`config.mk`:
```
export PLATFORM = sky130hd
export DESIGN_NAME = cbq_regs
export DESIGN_NICKNAME = d
export VERILOG_FILES = /design/src/design/cbq_pkg.sv /design/src/design/cbq_regs.sv
export SDC_FILE = /design/constraint.sdc
export NUM_CORES = 1
export LEC_CHECK = 0
export BUFFER_PORTS_ARGS = -buffer_cell sky130_fd_sc_hd__buf_2
export CAP_MARGIN = 20
export CORE_AREA = 5 5 51 53
export CTS_CLUSTER_SIZE = 28
export DETAILED_ROUTE_END_ITERATION = 6
export DIE_AREA = 0 0 56 58
export PLACE_DENSITY = 0.72
export SLEW_MARGIN = 20
export SYNTH_ARGS = -nofsm -noshare
export SYNTH_HDL_FRONTEND = slang
export SYNTH_SLANG_ARGS = --single-unit
```
`constraint.sdc`:
```
create_clock -name clk -period 1.01 [get_ports clk]
set_input_delay 0.101 -clock clk [delete_from_list [all_inputs] [get_ports clk]]
set_output_delay 0.101 -clock clk [all_outputs]
set_load 0.02 [all_outputs]
```
`src/design/cbq_pkg.sv`:
```
// ----------------------------------------------------------------------------
// cbq_pkg: shared definitions of the cascaded biquad filter
// Default sizes, coefficient slot codes, register indexes and the command
// word that the controller sends to the datapath.
// ----------------------------------------------------------------------------
package cbq_pkg;

    localparam int DEF_MAX_SECTIONS = 8;
    localparam int DEF_SAMPLE_BITS  = 16;
    localparam int DEF_COEF_BITS    = 18;

    localparam int COEFS_PER_SECTION = 5;
    localparam int SECTION_CFG_BITS  = 4;

    // Integer bits of the coefficient format (Q2.x plus sign).
    localparam int COEF_INT_BITS = 3;
    // Extra integer bits of the delay format over the sample format.
    localparam int DELAY_EXTRA_BITS = 8;

    // Division by five through a reciprocal, exact for values below 1024.
    localparam int DIV5_MUL   = 205;
    localparam int DIV5_SHIFT = 10;

    localparam int SLOT_W = 3;
    localparam logic [SLOT_W-1:0] SLOT_B0 = 3'd0;
    localparam logic [SLOT_W-1:0] SLOT_B1 = 3'd1;
    localparam logic [SLOT_W-1:0] SLOT_B2 = 3'd2;
    localparam logic [SLOT_W-1:0] SLOT_A1 = 3'd3;
    localparam logic [SLOT_W-1:0] SLOT_A2 = 3'd4;

    localparam int CFG_IDX_W = 1;
    localparam logic [CFG_IDX_W-1:0] CFG_SECTIONS = 1'b0;
    localparam logic [CFG_IDX_W-1:0] CFG_GAIN     = 1'b1;

    typedef struct packed {
        logic coef_wr;   // store one coefficient from the input word
        logic start;     // capture the input sample
        logic rd_en;     // fetch coefficients and delays of a section
        logic mul1;      // products on the old delays
        logic wsum;      // new w, delay update
        logic mul2;      // b0 * w
        logic ysum;      // section output
        logic gmul;      // gain product
        logic out_load;  // load the output register
    } cbq_cmd_t;

endpackage

```
`src/design/cbq_regs.sv`:
```
// ----------------------------------------------------------------------------
// cbq_regs: configuration registers
// Holds the number of sections in use and the output gain.
// ----------------------------------------------------------------------------
module cbq_regs #(
    parameter int COEF_BITS = cbq_pkg::DEF_COEF_BITS
) (
    input  logic                                 clk,
    input  logic                                 rst_n,
    input  logic                                 cfg_we,
    input  logic [cbq_pkg::CFG_IDX_W-1:0]        cfg_index,
    input  logic [COEF_BITS-1:0]                 cfg_data,
    output logic [cbq_pkg::SECTION_CFG_BITS-1:0] sections,
    output logic signed [COEF_BITS-1:0]          gain
);

    localparam int GAIN_FRAC = COEF_BITS - cbq_pkg::COEF_INT_BITS;

    logic [cbq_pkg::SECTION_CFG_BITS-1:0] sections_reg;
    logic signed [COEF_BITS-1:0]          gain_reg;

    always_ff @(posedge clk or negedge rst_n)
    begin
        if (!rst_n)
        begin
            sections_reg <= cbq_pkg::SECTION_CFG_BITS'(1);
            // A gain of 1.0 in the coefficient format.
            gain_reg     <= COEF_BITS'(1) << GAIN_FRAC;
        end
        else if (cfg_we)
        begin
            if (cfg_index == cbq_pkg::CFG_SECTIONS)
            begin
                sections_reg <= cfg_data[cbq_pkg::SECTION_CFG_BITS-1:0];
            end
            else if (cfg_index == cbq_pkg::CFG_GAIN)
            begin
                gain_reg <= cfg_data;
            end
        end
    end

    assign sections = sections_reg;
    assign gain     = gain_reg;

endmodule

```
==> impl_metrics.ini, run 1 <==
[detailed_routing]
wl_met3_um = 207
num_vias = 540
drtAntennaViolNets = 0
drt_wl_total_um = 1560
maxUsedRoutingLayer = met3
post_drt_via_cell_ratio = 4.39
drc = 0
met2WireLength_um = 726
drtIter0Drc = 1
drt_first_pass_iters = 2
drt-met1-wl_um = 626
routedWlPerCell_um = 12.7

[logic_synthesis]
synth-simple-area-share_pct = 1.52
synth_common_cells = mux2_2, dfrtp_1, dfstp_2
synth.most_common_cell = mux2_2
synth_edf_count = 0
synth_compound_area_share_pct = 0
synthArstFlopShare_pct = 100
yosysTopAreaCellShare_pct = 60.7
ys_warn_count = 0
syn-cell-area_um2 = 825
seq_area_frac_synth_pct = 67.1
synth_xor_area_share_pct = 0
synth_top_family_by_area = multiplexers
syn_nets = 69
synthFlopType = dfrtp_1
synth_fa_ha_area_share_pct = 0
syn_avg_cell_area_um2 = 17.5
muxShareOfSynthArea_pct = 30.0
ys_types = 6
synthTopCellsByArea = dfrtp_1, mux2_2, dfstp_2
ys_ff_latch = 22
synth_cells = 47
synth_area_leader_cell = dfrtp_1

[grt]
first_global_vias = 592
grt_max_degree = 23
overflow = 0
antenna_found_initial = 0
grt_pass1_wl_um = 2640
track_usage_pct = 10.2

[sta]
setup_ws_ns = -0.0432
setup-tns-final_ns = -0.0782
timing.hold.ws_ns = 0.0308
period_minus_slack_ns = 1.05
post-route-period-util_pct = 104
hold_viol_final = 0
finalSetupViolations = 2
slew_violations = 0
worst_pin_slew_ns = 0.474
maxSlewHeadroom_pct = 68.4
timing.fmax_mhz = 950
rsz0062_at_grt = true
skew_ns = 0

[floorplanning]
die_h_um = 58
die_area_um2 = 3250
initial_core_util_pct = 39.2
fp.dieW_um = 56
num_rows = 17
ios = 44
core_area_um2 = 2110

[hold_path]
hold_path_class = primary input to flip-flop
hold_start = cfg_data[16]
whs_endpoint = gain[16]
worstHoldPathCells = 2

[critical_path]
start_kind = flip-flop
path_buf_inv = 1
r2r_end = sections[2]
rr_startpoint = sections[2]
path_cells = buf_6
rr_worst_depth = 1
cp.required_ns = 0.91
crit_arrival_ns = 0.95
crit_type = flip-flop to primary output
slowest_delay_ns = 0.56
rrSetupSlack_ns = 0.23
cp_slowest_cell = dfstp_2
end_kind = primary output
cp_top_family = flip-flops
cp_max_fo = 2

[run_status]
status = complete, but fails checks
violations = negative setup slack

[power]
p_leak_nw = 0.558
irDropWorstVdd_uv = 845
power_density_nw_per_um2 = 1770

[layout]
n_fill_cell = 204
final_area_um2 = 1140
nets = 118
antenna_cells = 0
area_delta_synth_final_pct = 38.1
final_cells = 123
largest_reg_flops = 18
drive_gt1_share_pct = 75.8

[clock_tree]
postCtsSetupBuffers = 0
clk_latency_ns = 0.28
cts_buffer_depth = 2
cts_tree = yes
path_clk_slew_ns = 0.12
cts_buffers = 3
cts.sinks = 22
htreeDepth = 1
root_buffer = clkbuf_4

[placed_design]
dp_hpwl_um = 1230
gp_congestion = 0.699
portBuffers = 43
place_area_um2 = 1080
dpl.cell_count = 118
post-place-ws_ns = 0.0959

[job]
max_cap_violations = 0
final cells by class:
class	instances	area (um^2)	share of cell area [%]
multi-input cells	24	260	22.9
clock buffers	4	26.3	2.31
repair buffers	45	264	23.2
well taps	28	35.0	3.08
flip-flops and latches	22	553	48.6
report_power, final:
group	switching [mW]	total [mW]	internal, mW
sequential	0.0606	1.08	1.02
combinational	0.296	0.552	0.256
clock	0.232	0.385	0.153
total	0.588	2.02	1.43
layout by cell type (no fill, tap or decap):
| master | n |
|---|---|
| buf_12 | 1 |
| mux2_2 | 22 |
| buf_2 | 40 |
| clkbuf_1 | 1 |
| nand2b_1 | 1 |
| dfstp_2 | 2 |
| dlygate4sd3_1 | 1 |
| nand2_2 | 1 |
| buf_6 | 3 |
| dfrtp_1 | 20 |
| clkbuf_4 | 3 |
logic make-up after synthesis:
kind of cell / Yosys count
flip-flops: 22
multiplexers: 22
AND/OR/NAND/NOR: 2
buffers and inverters: 1
per-stage QoR:
stage                     util, %  total power, mW
after global routing         54.1             2.15
final                        54.1             2.02
after global placement       51.5             1.62
after floorplan                 -             1.41
after detailed placement     51.5             1.63
after CTS                    53.8             2.05
repair_timing:
action                                 CTS  global route
setup endpoints to repair                2             3
hold buffers                             1             0
endpoints found under the hold margin   20             0
resized for setup                        4             2
layer usage:
metal	global-route usage (%)	vias to the layer above
met5	0	-
met4	3.05	0
met3	4.90	0
met2	16.4	34
met1	12.4	246
li1	-	260
worst max-delay path by stage:
stage / to / cells past startpoint / start / slack, ns
2_1_floorplan: gain[10] / 3 / cfg_index / 0.16
3_3_place_gp: gain[8] / 4 / cfg_index / 0.11
3_5_place_dp: gain[8] / 4 / cfg_index / 0.1
4_1_cts: sections[0] / 1 / sections[0] / -0.07
5_1_grt: sections[0] / 1 / sections[0] / -0.10
6_report: sections[0] / 1 / sections[0] / -0.04
(Power assumes the default switching activity.)
==> run 2: changes to the inputs <==
Settings changed: ABC_AREA set to 1, CORE_AREA 5 5 51 53 to 5 5 52 54, DIE_AREA 0 0 56 58 to 0 0 57 59, PLACE_DENSITY 0.72 to 0.74.
==> impl_metrics.ini, run 2 <==
[logic_synthesis]
syn_nets = 119
seq_area_frac_synth_pct = 60.9
synth_edf_count = 0
syn_avg_cell_area_um2 = 9.36
ys_types = 9
synth.most_common_cell = nand2_1
ys_warn_count = 0
synth_compound_area_share_pct = 0
muxShareOfSynthArea_pct = 0
synth_common_cells = nand2_1, nand3_1, dfrtp_1
synth_cells = 97
synthFlopType = dfrtp_1
ys_ff_latch = 22
synthArstFlopShare_pct = 100
syn-cell-area_um2 = 908
synth_area_leader_cell = dfrtp_1
synth_top_family_by_area = simple AND/OR/NAND/NOR gates
yosysTopAreaCellShare_pct = 55.1
synth_fa_ha_area_share_pct = 0
synthTopCellsByArea = dfrtp_1, nand2_1, nand3_1
synth-simple-area-share_pct = 31.4
synth_xor_area_share_pct = 0

[sta]
timing.hold.ws_ns = 0.0189
maxSlewHeadroom_pct = 68.5
rsz0062_at_grt = true
period_minus_slack_ns = 1.08
slew_violations = 0
skew_ns = 0
hold_viol_final = 0
setup_ws_ns = -0.0741
post-route-period-util_pct = 107
setup-tns-final_ns = -0.136
worst_pin_slew_ns = 0.472
timing.fmax_mhz = 922
finalSetupViolations = 2

[placed_design]
post-place-ws_ns = -0.0318
dp_hpwl_um = 1560
gp_congestion = 0.762
portBuffers = 43
place_area_um2 = 1100

[clock_tree]
root_buffer = clkbuf_4
path_clk_slew_ns = 0.12
clk_latency_ns = 0.30
cts_buffers = 3
cts_tree = yes
cts_buffer_depth = 2
cts.sinks = 22
htreeDepth = 1

[critical_path]
crit_end = gain[15]
crit_arrival_ns = 0.98
end_kind = primary output
rr_startpoint = sections[2]
rrSetupSlack_ns = 0.24
crit_type = flip-flop to primary output
cp_max_fo = 2
cp_slowest_cell = dfstp_2
rr_worst_depth = 3
worst-path-stages = 1
start_kind = flip-flop
critPathLaunch = gain[15]
r2r_end = sections[2]
slowest_delay_ns = 0.57
cp.required_ns = 0.91
path_buf_inv = 1
cp_top_family = flip-flops
path_cells = buf_6

[floorplanning]
core_area_um2 = 2170
fp.dieW_um = 57
die_area_um2 = 3360
initial_core_util_pct = 41.9
die_h_um = 59
ios = 44
num_rows = 17

[power]
p_switching_mw = 0.641
pwr-share-comb_pct = 26.2
power_density_nw_per_um2 = 1690
irDropWorstVdd_uv = 1030
p_int_mw = 1.44
clockPowerShare_pct = 22.7
p_leak_nw = 0.709
fin_total_pwr_mw = 2.08
power_frac_seq_pct = 51.1
p_sw_share_pct = 30.8

[detailed_routing]
drt_wl_total_um = 2180
num_vias = 821
drc = 0
drt_first_pass_iters = 4
drtIter0Drc = 39
routedWlPerCell_um = 12.6
post_drt_via_cell_ratio = 4.75
drtAntennaViolNets = 0

[grt]
track_usage_pct = 13.6
first_global_vias = 764
grt_max_degree = 23
antenna_found_initial = 0
overflow = 0
grt_pass1_wl_um = 3530

[layout]
n_fill_cell = 196
drive_gt1_share_pct = 38.6
mostFrequentLayoutCell = nand2_1
largest_reg_flops = 18
area_delta_synth_final_pct = 35.4
antenna_cells = 0
nets = 168
most-common-layout-cells = nand2_1, buf_2, nand3_1
final_area_um2 = 1230

[hold_path]
hold_path_class = primary input to flip-flop

[job]
max_cap_violations = 0

[run_status]
status = complete, but fails checks
violations = negative setup slack
==> run 2: how the worst min path moves through the flow <==
stage / slack (ns) / cells after the start / startpoint / to
after floorplan: -0.19 / 0 / rst_n / gain[0]
after global placement: 0.08 / 1 / rst_n / gain[14]
after detailed placement: 0.09 / 1 / rst_n / gain[14]
after CTS: 0.01 / 3 / cfg_data[6] / gain[6]
after global routing: 0.01 / 3 / cfg_data[0] / sections[0]
final: 0.02 / 3 / cfg_data[6] / gain[6]
==> run 2: cell type report <==
cell class                      instances  area (um^2)  area share [%]
Inverter                                1         3.75           0.305
Multi-Input combinational cell         68          285            23.2
Tap cell                               28         35.0            2.85
Clock buffer                            4         36.3            2.95
Sequential cell                        22          553            45.0
Timing Repair Buffer                   50          317            25.7
==> run 2: logic make-up (layout without fill, tap and decap cells) <==
family,after synthesis,in the layout
buf+inv,7,55
flops,22,22
simple gates,68,68
==> run 2: what timing repair did <==
| action | in CTS | in global routing |
|---|---|---|
| setup endpoints to repair | 2 | 10 |
| pin swaps | 0 | 0 |
| hold endpoints to repair | 21 | 0 |
| resized for setup | 4 | 10 |
| hold buffers | 2 | 0 |
| setup buffers | 0 | 4 |
==> run 2: power groups by stage <==
stage / logic, mW / registers, mW / clock network (mW)
2_1_floorplan: 0.147 / 1.21 / 0
3_3_place_gp: 0.464 / 1.07 / 0
3_5_place_dp: 0.477 / 1.07 / 0
4_1_cts: 0.494 / 1.06 / 0.498
5_1_grt: 0.594 / 1.08 / 0.532
6_report: 0.546 / 1.07 / 0.473
==> run 2: routing by layer <==
metal | global-route usage [%] | up-vias | wire, um
li1 | - | 406 | -
met1 | 18.6 | 368 | 992
met2 | 19.2 | 45 | 946
met3 | 6.54 | 2 | 234
met4 | 3.31 | 0 | 8
met5 | 0 | - | 0
==> run 2: through the flow <==
step	std cells	utilization (%)
2_1_floorplan	97	-
3_3_place_gp	163	50.7
3_5_place_dp	163	50.7
4_1_cts	169	53.9
5_1_grt	173	56.7
6_report	173	56.7
