$ cat src/design/cbq_pkg.sv
// ----------------------------------------------------------------------------
// cbq_pkg: shared definitions of the cascaded biquad filter
// Default sizes, coefficient slot codes, register indexes and the command
// word that the controller sends to the datapath.
// ----------------------------------------------------------------------------
package cbq_pkg;

    localparam int DEF_MAX_SECTIONS = 8;
    localparam int DEF_SAMPLE_BITS  = 16;
    localparam int DEF_COEF_BITS    = 18;

    localparam int COEFS_PER_SECTION = 5;
    localparam int SECTION_CFG_BITS  = 4;

    // Integer bits of the coefficient format (Q2.x plus sign).
    localparam int COEF_INT_BITS = 3;
    // Extra integer bits of the delay format over the sample format.
    localparam int DELAY_EXTRA_BITS = 8;

    // Division by five through a reciprocal, exact for values below 1024.
    localparam int DIV5_MUL   = 205;
    localparam int DIV5_SHIFT = 10;

    localparam int SLOT_W = 3;
    localparam logic [SLOT_W-1:0] SLOT_B0 = 3'd0;
    localparam logic [SLOT_W-1:0] SLOT_B1 = 3'd1;
    localparam logic [SLOT_W-1:0] SLOT_B2 = 3'd2;
    localparam logic [SLOT_W-1:0] SLOT_A1 = 3'd3;
    localparam logic [SLOT_W-1:0] SLOT_A2 = 3'd4;

    localparam int CFG_IDX_W = 1;
    localparam logic [CFG_IDX_W-1:0] CFG_SECTIONS = 1'b0;
    localparam logic [CFG_IDX_W-1:0] CFG_GAIN     = 1'b1;

    typedef struct packed {
        logic coef_wr;   // store one coefficient from the input word
        logic start;     // capture the input sample
        logic rd_en;     // fetch coefficients and delays of a section
        logic mul1;      // products on the old delays
        logic wsum;      // new w, delay update
        logic mul2;      // b0 * w
        logic ysum;      // section output
        logic gmul;      // gain product
        logic out_load;  // load the output register
    } cbq_cmd_t;

endpackage

$ cat src/design/cbq_ctrl.sv
// ----------------------------------------------------------------------------
// cbq_ctrl: sequencer of the biquad cascade
// Walks each sample through the sections in use, five steps per section,
// then applies the gain and hands the word to the output register.
// ----------------------------------------------------------------------------
module cbq_ctrl #(
    parameter int MAX_SECTIONS = cbq_pkg::DEF_MAX_SECTIONS,
    localparam int SEC_W = (MAX_SECTIONS > 1) ? $clog2(MAX_SECTIONS) : 1
) (
    input  logic                                 clk,
    input  logic                                 rst_n,
    input  logic                                 in_valid,
    output logic                                 in_ready,
    input  logic                                 mode,
    input  logic [cbq_pkg::SECTION_CFG_BITS-1:0] sections,
    input  logic                                 out_busy,
    output cbq_pkg::cbq_cmd_t                    cmd,
    output logic [SEC_W-1:0]                     sec
);

    localparam int CNT_W = $clog2(MAX_SECTIONS + 1);
    localparam int NW    = (CNT_W > cbq_pkg::SECTION_CFG_BITS) ?
                           CNT_W : cbq_pkg::SECTION_CFG_BITS;

    localparam logic [2:0] ST_IDLE = 3'd0;
    localparam logic [2:0] ST_READ = 3'd1;
    localparam logic [2:0] ST_MUL1 = 3'd2;
    localparam logic [2:0] ST_WSUM = 3'd3;
    localparam logic [2:0] ST_MUL2 = 3'd4;
    localparam logic [2:0] ST_YSUM = 3'd5;
    localparam logic [2:0] ST_GMUL = 3'd6;
    localparam logic [2:0] ST_OUT  = 3'd7;

    logic [2:0]       state_reg, state_next;
    logic [SEC_W-1:0] sec_reg, sec_next;
    logic [NW-1:0]    n_req, n_max, n_eff;
    logic             accept, last_section;

    // A setting above the number of built sections is clamped.
    assign n_req        = NW'(sections);
    assign n_max        = NW'(MAX_SECTIONS);
    assign n_eff        = (n_req > n_max) ? n_max : n_req;
    assign last_section = (NW'(sec_reg) == (n_eff - NW'(1)));

    assign in_ready = (state_reg == ST_IDLE);
    assign accept   = in_valid && in_ready;

    always_comb
    begin
        state_next   = state_reg;
        sec_next     = sec_reg;
        cmd          = '0;
        cmd.coef_wr  = accept && mode;
        unique case (state_reg)
            ST_IDLE:
            begin
                if (accept && !mode)
                begin
                    cmd.start  = 1'b1;
                    sec_next   = '0;
                    state_next = (n_eff == '0) ? ST_GMUL : ST_READ;
                end
            end
            ST_READ:
            begin
                cmd.rd_en  = 1'b1;
                state_next = ST_MUL1;
            end
            ST_MUL1:
            begin
                cmd.mul1   = 1'b1;
                state_next = ST_WSUM;
            end
            ST_WSUM:
            begin
                cmd.wsum   = 1'b1;
                state_next = ST_MUL2;
            end
            ST_MUL2:
            begin
                cmd.mul2   = 1'b1;
                state_next = ST_YSUM;
            end
            ST_YSUM:
            begin
                cmd.ysum = 1'b1;
                if (last_section)
                begin
                    state_next = ST_GMUL;
                end
                else
                begin
                    sec_next   = sec_reg + SEC_W'(1);
                    state_next = ST_READ;
                end
            end
            ST_GMUL:
            begin
                cmd.gmul   = 1'b1;
                state_next = ST_OUT;
            end
            ST_OUT:
            begin
                // Wait here while the previous word is still unclaimed.
                if (!out_busy)
                begin
                    cmd.out_load = 1'b1;
                    state_next   = ST_IDLE;
                end
            end
            default:
            begin
                state_next = ST_IDLE;
            end
        endcase
    end

    always_ff @(posedge clk or negedge rst_n)
    begin
        if (!rst_n)
        begin
            state_reg <= ST_IDLE;
            sec_reg   <= '0;
        end
        else
        begin
            state_reg <= state_next;
            sec_reg   <= sec_next;
        end
    end

    assign sec = sec_reg;

endmodule

$ cat config.mk
export PLATFORM = sky130hd
export DESIGN_NAME = cbq_ctrl
export DESIGN_NICKNAME = d
export VERILOG_FILES = /design/src/design/cbq_pkg.sv /design/src/design/cbq_ctrl.sv
export SDC_FILE = /design/constraint.sdc
export NUM_CORES = 1
export LEC_CHECK = 0
export BUFFER_PORTS_ARGS = -buffer_cell sky130_fd_sc_hd__buf_2
export CORE_MARGIN = 2
export CORE_UTILIZATION = 40
export DETAILED_ROUTE_END_ITERATION = 8
export PLACE_DENSITY = 0.74
export SLEW_MARGIN = 0
export SYNTH_ARGS = -nofsm -noshare
export SYNTH_HDL_FRONTEND = slang
export SYNTH_SLANG_ARGS = --single-unit
$ cat constraint.sdc
create_clock -name clk -period 1.9 [get_ports clk]
set_input_delay 0.19 -clock clk [delete_from_list [all_inputs] [get_ports clk]]
set_output_delay 0.19 -clock clk [all_outputs]
set_load 0.005 [all_outputs]
==> impl_metrics.csv, run 1 <==
group,metric,value,unit
drt,wl,1.309,mm
yosys,synth_most_common_cell,"nand2_1",
pwr,peakVddDrop,0.8922,mV
layout,antenna_cells,0,
layout,drive_gt1_frac,0.3077,
floorplan,dieArea,0.001707,mm2
timing,worstMarginPinSlew,0.4661,ns
global_route,grt_pass1_wl,2.035,mm
yosys,syn_nets,81,
yosys,synth_area,556.8,um2
layout,regArea,150.1,um2
timing,fmax,587.8,MHz
drt,post-route-drc-count,0,
cts,clock_latency,0.25,ns
layout,final_core_util,0.5385,
global_route,grt_pass1_vias,508,
setup_path,cp.required,1.71,ns
setup_path,critPathKind,"flop to output pin",
cts,hold_buffers,1,
timing,slew_viol_final,0,
yosys,synth.largest_area_cell,"dfrtp_1",
cts,root_buffer,"clkbuf_4",
yosys,synthesis.instances,69,
setup_path,endpoint_kind,"output pin",
yosys,synth_cell_types,31,
place,portBuffers,21,
yosys,syn_avg_cell_area,8.069,um2
drt,ant_nets,0,
worst_hold_path,hold_class,"input port to asynchronous set/reset pin",
yosys,synth_edf_count,0,
cts,cts_buffer_depth,2,
layout,nNetsFinal,105,
drt,drtIter0Drc,7,
timing,finalSetupTns,0,ns
global_route,grt_max_degree,12,
yosys,netlist.area_leader.share,0.2697,
cts,cts.sinks,6,
cts,cts_tree,"done",
drt,wl_per_cell,12.35,um
floorplan,coreArea,0.001301,mm2
timing,rsz0062_at_grt,"no",
setup_path,worst_ep_arrival_time,1.51,ns
setup_path,crit_buf_inv,2,
timing,hold_viol,0,
layout,multi_input_area,371.6,um2
floorplan,rows,13,
yosys,synthTopCellsByArea,"dfrtp_1 27%, ha_1 6.7%, nand2_1 5.4%",
yosys,synth-seq-cells,6,
floorplan,io_pins,22,
yosys,ys_seq_area_frac,0.2697,
outcome,status,"complete, no violations",
yosys,synth-main-ff-cell,"dfrtp_1",
drt,vias,573,
cts,post_cts_buffers,0,
drt,drt_pass1_iterations,4,
timing,finClkSkew,0.004705,ns
yosys,yosys_warnings,0,
setup_path,cp_max_fo,11,
cts,clk_pin_slew,0.05,ns
pwr,power.leakage,0.0003564,uW
setup_path,path_cells,"nor3_2 -> nand2_1 -> inv_1 -> buf_2",
layout,n_fill_cell,126,
cts,cts_buffers,3,
place,gp_congestion,0.8291,
place,dpl.hpwl,1.014,mm
yosys,async_flop_share,1.000,
timing,maxSlewHeadroom,0.6888,
timing,period_share,0.8954,
cts,cts_resized,0,
global_route,overflow,0,
setup_path,cp-start-kind,"flop",
pwr,power.density,1470,mW/mm2
cts,htree_levels,1,
floorplan,initial_core_util,0.4279,
floorplan,chipWidth,41.31,um
global_route,antenna_found_initial,0,
global_route,grt_use_total,0.1896,
setup_path,max_stage_delay,0.48,ns
setup_path,cp_top_family,"simple AND/OR/NAND/NOR gates",
yosys,synth_common_cells,"8 x nand2_1, 6 x dfrtp_1, 6 x inv_1",
layout,synthToLayoutAreaGrowth,25.84,%
setup_path,critPathSlowestCell,"dfrtp_1",
floorplan,die_h,41.31,um
drt,drt-vias-per-instance,5.406,
flow_run,maxCapViolations,0,
timing,setup_viol_count_final,0,
timing,finalCriticalPeriod,1.701,ns
## layer usage
layer  GRT usage  up-vias  part of all wire
li1            -      290                 -
met1      0.2194      266              0.44
met2      0.3086       13              0.49
met3     0.09574        4             0.053
met4     0.04839        0             0.011
met5           0        -                 0
## path summary, 6_finish.rpt
kind                              startpoint            to  slack (ns)  cells after the start
worst min register to register        sec[1]        sec[1]        0.58                      2
worst max-delay path            state_reg[0]        cmd[7]        0.20                      4
min in group clk                    out_busy  state_reg[1]        0.32                      3
worst min-delay path                   rst_n        sec[1]        0.29                      2
worst max register to register        sec[0]  state_reg[1]        0.37                      4
max in group asynchronous              rst_n  state_reg[1]        1.45                      2
## power breakdown
part           switching (uW)  leakage [uW]  total, uW  internal, uW
registers                 131     0.0000696        328           197
logic                     314      0.000273        584           270
clock network            46.8     0.0000138        118          71.5
total                     492      0.000356       1030           538
## metrics by stage
stage	setup slack, ns	power [uW]	hold WS [ns]	cells	area [um2]
4_1_cts	0.2146	1033	0.2901	106	700.7
2_1_floorplan	0.3977	730.6	-0.1056	69	556.8
5_1_grt	0.09680	1139	0.3145	106	700.7
3_5_place_dp	0.1379	906.8	0.02245	102	668.1
6_report	0.1987	1030	0.2949	106	700.7
3_3_place_gp	0.1867	893.1	0.02126	102	668.1
## kinds of logic after synthesis
kind of cell,after synthesis,synth area share
AOI/OAI and AO/OA,13,0.1977
xor gates and xnor gates,3,0.04720
adders and majority gates,3,0.06742
buffers and inverters,9,0.06291
DFF,6,0.2697
muxes,2,0.03596
and+or+nand+nor,33,0.3191
## cell usage in the layout (no fill, tap or decap), drive strengths merged, types with 2 or more instances in the layout
cell	instances
a211oi	2
a21oi	3
a311oi	2
buf	21
clkbuf	3
dfrtp	6
ha	3
inv	6
mux2i	2
nand2	8
nand2b	4
nand3	3
nand4	2
nor2	5
nor2b	2
nor3	4
xor2	2
## cell type report
cell class,instances,area share
multi-input cells,54,0.5304
flip-flops and latches,6,0.2143
repair buffers,22,0.1643
clock buffers,3,0.03214
inverters,6,0.03214
well taps,15,0.02679
Power figures use the tool's default switching activity.
==> run 2: changes to the inputs <==
--- a/config.mk
+++ b/config.mk
@@ -6,7 +6,7 @@
 export NUM_CORES = 1
 export LEC_CHECK = 0
 export BUFFER_PORTS_ARGS = -buffer_cell sky130_fd_sc_hd__buf_2
-export CORE_MARGIN = 2
+export CORE_MARGIN = 8
 export CORE_UTILIZATION = 40
 export DETAILED_ROUTE_END_ITERATION = 8
 export PLACE_DENSITY = 0.74
==> run 2 against run 1 <==
Combinational power grew 1%. Critical path depth unchanged. Count of clock-buffer cells in the layout stayed put. Largest power group unchanged. Power is 1.4% higher.
==> impl_metrics.csv, run 2 (synthesis gave the netlist of run 1 again) <==
group,metric,value,unit
outcome,status,"complete, no violations",
cts,clk_pin_slew,0.05,ns
pwr,power.leakage,0.0003564,uW
global_route,grt_pass1_wl,2.580,mm
setup_path,rrSetupSlack,0.34,ns
setup_path,cp.required,1.71,ns
floorplan,rows,13,
place,portBuffers,21,
cts,cts_resized,0,
place,dpl.hpwl,1.192,mm
setup_path,path_cells,"nor3_2 -> nand2_1 -> inv_1 -> buf_2",
cts,post_cts_buffers,0,
timing,finalCriticalPeriod,1.731,ns
drt,drtIter0Drc,13,
timing,rsz0062_at_grt,"no",
floorplan,coreArea,0.001301,mm2
floorplan,die_h,53.31,um
setup_path,critPathSlowestCell,"dfrtp_1",
place,gp_congestion,0.8750,
setup_path,startpoint,"state_reg[0]",
timing,finalSetupTns,0,ns
cts,hold_buffers,1,
drt,post-route-drc-count,0,
timing,period_share,0.9109,
worst_hold_path,hold_class,"input port to asynchronous set/reset pin",
floorplan,io_pins,22,
timing,slew_viol_final,0,
pwr,peakVddDrop,0.6477,mV
global_route,grt_max_degree,12,
timing,maxSlewHeadroom,0.6718,
global_route,grt_use_total,0.1254,
floorplan,dieArea,0.002842,mm2
cts,cts.sinks,6,
setup_path,cp-start-kind,"flop",
cts,cts_buffer_depth,2,
global_route,antenna_found_initial,0,
global_route,overflow,0,
layout,final_common_cell,"buf_2",
global_route,grt_pass1_vias,583,
drt,ant_nets,0,
layout,drive_gt1_frac,0.3077,
cts,clock_latency,0.26,ns
setup_path,max_stage_delay,0.48,ns
drt,drt_pass1_iterations,4,
flow_run,maxCapViolations,0,
drt,drt-vias-per-instance,5.509,
cts,cts_buffers,3,
setup_path,reg2reg_depth,5,
pwr,power.density,1490,mW/mm2
floorplan,chipWidth,53.31,um
timing,holdWs,0.2881,ns
drt,wl_per_cell,14.29,um
drt,wl,1.515,mm
timing,fmax,577.8,MHz
floorplan,initial_core_util,0.4279,
cts,root_buffer,"clkbuf_4",
layout,synthToLayoutAreaGrowth,25.84,%
layout,final_cell_mix,"21 x buf_2, 8 x nand2_1, 6 x inv_1, 6 x dfrtp_1, 5 x nor2_1",
cts,htree_levels,1,
setup_path,endpoint_kind,"output pin",
layout,n_fill_cell,126,
cts,cts_tree,"done",
setup_path,r2r_start,"state_reg[0]",
layout,nNetsFinal,105,
setup_path,worst_ep_arrival_time,1.54,ns
layout,antenna_cells,0,
setup_path,cp_max_fo,11,
drt,vias,584,
timing,worstMarginPinSlew,0.4915,ns
timing,hold_viol,0,
timing,finClkSkew,0.001490,ns
timing,setup_viol_count_final,0,
setup_path,critPathKind,"flop to output pin",
## run 2: where the power goes
part	total, uW	switching (uW)	internal, uW	leakage (uW)
sequential	322	126	197	0.0000696
clock	129	57.2	72.2	0.0000138
combinational	592	322	270	0.000273
total	1040	505	539	0.000356
## run 2: final timing paths
| path | end |
|---|---|
| worst max-delay path | cmd[7] |
| worst min-delay path | state_reg[0] |
| worst max register to register | state_reg[1] |
| worst min register to register | sec[0] |
| max in group asynchronous | sec[2] |
| min in group clk | state_reg[1] |
## run 2: critical path, delay by kind of cell, from the launching register on
kind          cells  cell delay [ns]
simple gates      2             0.57
flops             1             0.48
buf+inv           2             0.24
## run 2: cell type report
cell class	count	area [um2]	area share
clock buffer	3	22.52	0.03214
inverter	6	22.52	0.03214
multi-input combinational	54	371.6	0.5304
sequential	6	150.1	0.2143
tap	15	18.77	0.02679
timing repair buffer	22	115.1	0.1643
## run 2: routing by layer
layer  GRT usage  share of wire  vias to the layer above
met5           0              0                        -
met4     0.07143          0.025                        0
met3     0.06443          0.057                        5
met2      0.2051           0.52                       14
met1      0.1252           0.39                      273
li1            -              -                      292
## run 2: metrics by stage
step | std cells | total power (uW) | area (um2) | utilization | setup slack [ns]
CTS | 106 | 1052 | 700.7 | 0.5385 | 0.1695
global placement | 102 | 902.3 | 668.1 | 0.5135 | 0.1822
global route | 106 | 1162 | 700.7 | 0.5385 | 0.03930
detailed placement | 102 | 917.0 | 668.1 | 0.5135 | 0.1057
floorplan | 69 | 730.6 | 556.8 | - | 0.3977
finish | 106 | 1044 | 700.7 | 0.5385 | 0.1692
==> run 3: changes to the inputs <==
--- a/config.mk
+++ b/config.mk
@@ -5,11 +5,13 @@
 export SDC_FILE = /design/constraint.sdc
 export NUM_CORES = 1
 export LEC_CHECK = 0
+export ABC_AREA = 1
 export BUFFER_PORTS_ARGS = -buffer_cell sky130_fd_sc_hd__buf_2
+export CORE_ASPECT_RATIO = 1.1
 export CORE_MARGIN = 8
 export CORE_UTILIZATION = 40
 export DETAILED_ROUTE_END_ITERATION = 8
-export PLACE_DENSITY = 0.74
+export PLACE_DENSITY = 0.67
 export SLEW_MARGIN = 0
 export SYNTH_ARGS = -nofsm -noshare
 export SYNTH_HDL_FRONTEND = slang
==> run 3 against run 2 <==
Sequential power decreased by 17%. Clock skew increased by 0.00060 ns. Maximum frequency increased by 9.8%. Largest cell class unchanged.
==> impl_metrics.csv, run 3 <==
group,metric,value,unit
yosys,synth_cell_types,21,
drt,post-route-drc-count,0,
yosys,synth.largest_area_cell,"dfrtp_1",
pwr,power.density,1275,mW/mm2
drt,wl_per_cell,9.992,um
floorplan,dieArea,0.002892,mm2
yosys,synthesis.instances,90,
worst_hold_path,hold_class,"input port to asynchronous set/reset pin",
cts,clk_pin_slew,0.04,ns
floorplan,io_pins,22,
flow_run,maxCapViolations,0,
drt,drtIter0Drc,4,
layout,antenna_cells,0,
floorplan,initial_core_util,0.4230,
setup_path,startpoint,"sections[0]",
setup_path,endpoint,"sec[0]",
yosys,synth_common_cells,"24 x nand2_1, 15 x inv_1, 10 x nand3_1, 10 x nor2_1, 6 x dfrtp_1",
yosys,syn_nets,102,
timing,finalCriticalPeriod,1.577,ns
global_route,grt_pass1_wl,2.408,mm
cts,hold_buffers,1,
yosys,synth_most_common_cell,"nand2_1",
cts,cts_buffer_depth,2,
timing,rsz0062_at_grt,"no",
place,portBuffers,21,
timing,setup_viol_count_final,0,
floorplan,rows,14,
global_route,grt_pass1_vias,622,
drt,drt-vias-per-instance,4.634,
layout,synthToLayoutAreaGrowth,27.63,%
timing,layout_setup_ws,0.3231,ns
yosys,synth_area,570.5,um2
setup_path,cp.required,2.01,ns
cts,htree_levels,1,
setup_path,r2r_start,"state_reg[2]",
layout,final_cell_mix,"24 x nand2_1, 21 x buf_2, 15 x inv_1",
setup_path,endpoint_kind,"flop",
yosys,yosys_warnings,0,
global_route,grt_use_total,0.1008,
timing,slew_viol_final,0,
layout,regArea,150.1,um2
cts,root_buffer,"clkbuf_4",
layout,multi_input_area,356.6,um2
floorplan,die_h,55.61,um
setup_path,cp_max_fo,6,
cts,cts_buffers,3,
drt,vias,607,
setup_path,reg2reg_to,"state_reg[1]",
layout,final_common_cell,"nand2_1",
global_route,overflow,0,
cts,cts_resized,0,
place,dpl.hpwl,1.163,mm
yosys,syn_avg_cell_area,6.339,um2
cts,cts.sinks,6,
layout,drive_gt1_frac,0.3304,
setup_path,critPathKind,"input port to flop",
pwr,power.leakage,0.0004367,uW
timing,finClkSkew,0.002092,ns
setup_path,reg2reg_depth,6,
place,place_area,695.7,um2
pwr,finalPower,928.4,uW
yosys,synth_edf_count,0,
yosys,netlist.area_leader.share,0.2632,
layout,n_fill_cell,155,
floorplan,chipWidth,52.01,um
setup_path,cp-start-kind,"input port",
timing,fmax,634.2,MHz
timing,maxSlewHeadroom,0.8598,
drt,drt_pass1_iterations,4,
yosys,synth-main-ff-cell,"dfrtp_1",
setup_path,worst_ep_arrival_time,1.69,ns
yosys,synth-seq-cells,6,
place,gp_congestion,0.8116,
yosys,async_flop_share,1.000,
yosys,synthTopCellsByArea,"dfrtp_1 26%, nand2_1 16%, inv_1 9.9%",
floorplan,coreArea,0.001349,mm2
drt,ant_nets,0,
timing,finalSetupTns,0,ns
cts,post_cts_buffers,0,
outcome,status,"complete, no violations",
global_route,grt_max_degree,7,
layout,nNetsFinal,129,
global_route,antenna_found_initial,0,
yosys,ys_seq_area_frac,0.2632,
pwr,peakVddDrop,0.6981,mV
timing,holdWs,0.2901,ns
layout,final_cell_area,728.2,um2
place,pre_cts_slack,0.05740,ns
cts,clock_latency,0.23,ns
setup_path,rrSetupSlack,0.55,ns
cts,cts_tree,"done",
timing,worstMarginPinSlew,0.2087,ns
timing,hold_viol,0,
timing,period_share,0.8299,
drt,wl,1.309,mm
run 3: cell types whose count changed in the layout (fill, tap and decap cells not counted), sizes merged, moves of 2 or more:
cell,delta
nand2b,-4
mux2i,-2
nor2,+7
nand4,-2
inv,+11
a211oi,-2
xor2,-2
nand2,+21
nand3,+7
nor2b,-2
a311oi,-2
run 3: area by class of cell:
class / instances / area share
clock buffer: 3 / 0.03093
sequential: 6 / 0.2062
inverter: 17 / 0.08763
multi-input combinational: 67 / 0.4897
timing repair buffer: 22 / 0.1581
tap: 16 / 0.02749
run 3: cell families after synthesis:
family,count (synthesis),synth area share
compound gates,6,0.06797
xor+xnor,1,0.01535
fa+ha+maj,3,0.06580
buf+inv,17,0.1118
flops,6,0.2632
simple gates,57,0.4759
run 3: power by group:
group	internal, uW	total [uW]	switching (uW)	leakage (uW)
clock network	70.9	109	37.7	0.0000138
logic	233	554	321	0.000348
registers	185	266	80.9	0.0000753
run 3: per-layer routing:
| layer | routed length [um] | vias up | GRT usage |
|---|---|---|---|
| li1 | - | 328 | - |
| met1 | 539 | 265 | 0.1142 |
| met2 | 651 | 14 | 0.1735 |
| met3 | 118 | 0 | 0.01604 |
| met4 | 0 | 0 | 0.04563 |
| met5 | 0 | - | 0 |
run 3: how the worst min path moves through the flow:
stage          startpoint            to  slack, ns  cells past startpoint
3_3_place_gp        rst_n  state_reg[1]       0.01                      1
4_1_cts          out_busy  state_reg[0]       0.27                      5
6_report            rst_n  state_reg[0]       0.29                      2
5_1_grt             rst_n  state_reg[0]       0.32                      2
3_5_place_dp        rst_n  state_reg[1]       0.01                      1
2_1_floorplan       rst_n        sec[0]      -0.11                      0
run 3: worst max-delay path, cell delays in order:
cell	delay, ns
buf_2	0.11
nor2_1	0.14
nand2_1	0.06
nand2_1	0.08
nand2_1	0.09
ha_1	0.29
or2_2	0.27
nand3_1	0.09
a21oi_2	0.05
nand2_2	0.11
nand2_4	0.08
nand3_1	0.06
o21ai_1	0.06
run 3: through the flow:
step                  util  std cells
CTS                 0.5399        131
finish              0.5399        131
detailed placement  0.5158        127
global route        0.5399        131
floorplan                -         90
global placement    0.5158        127
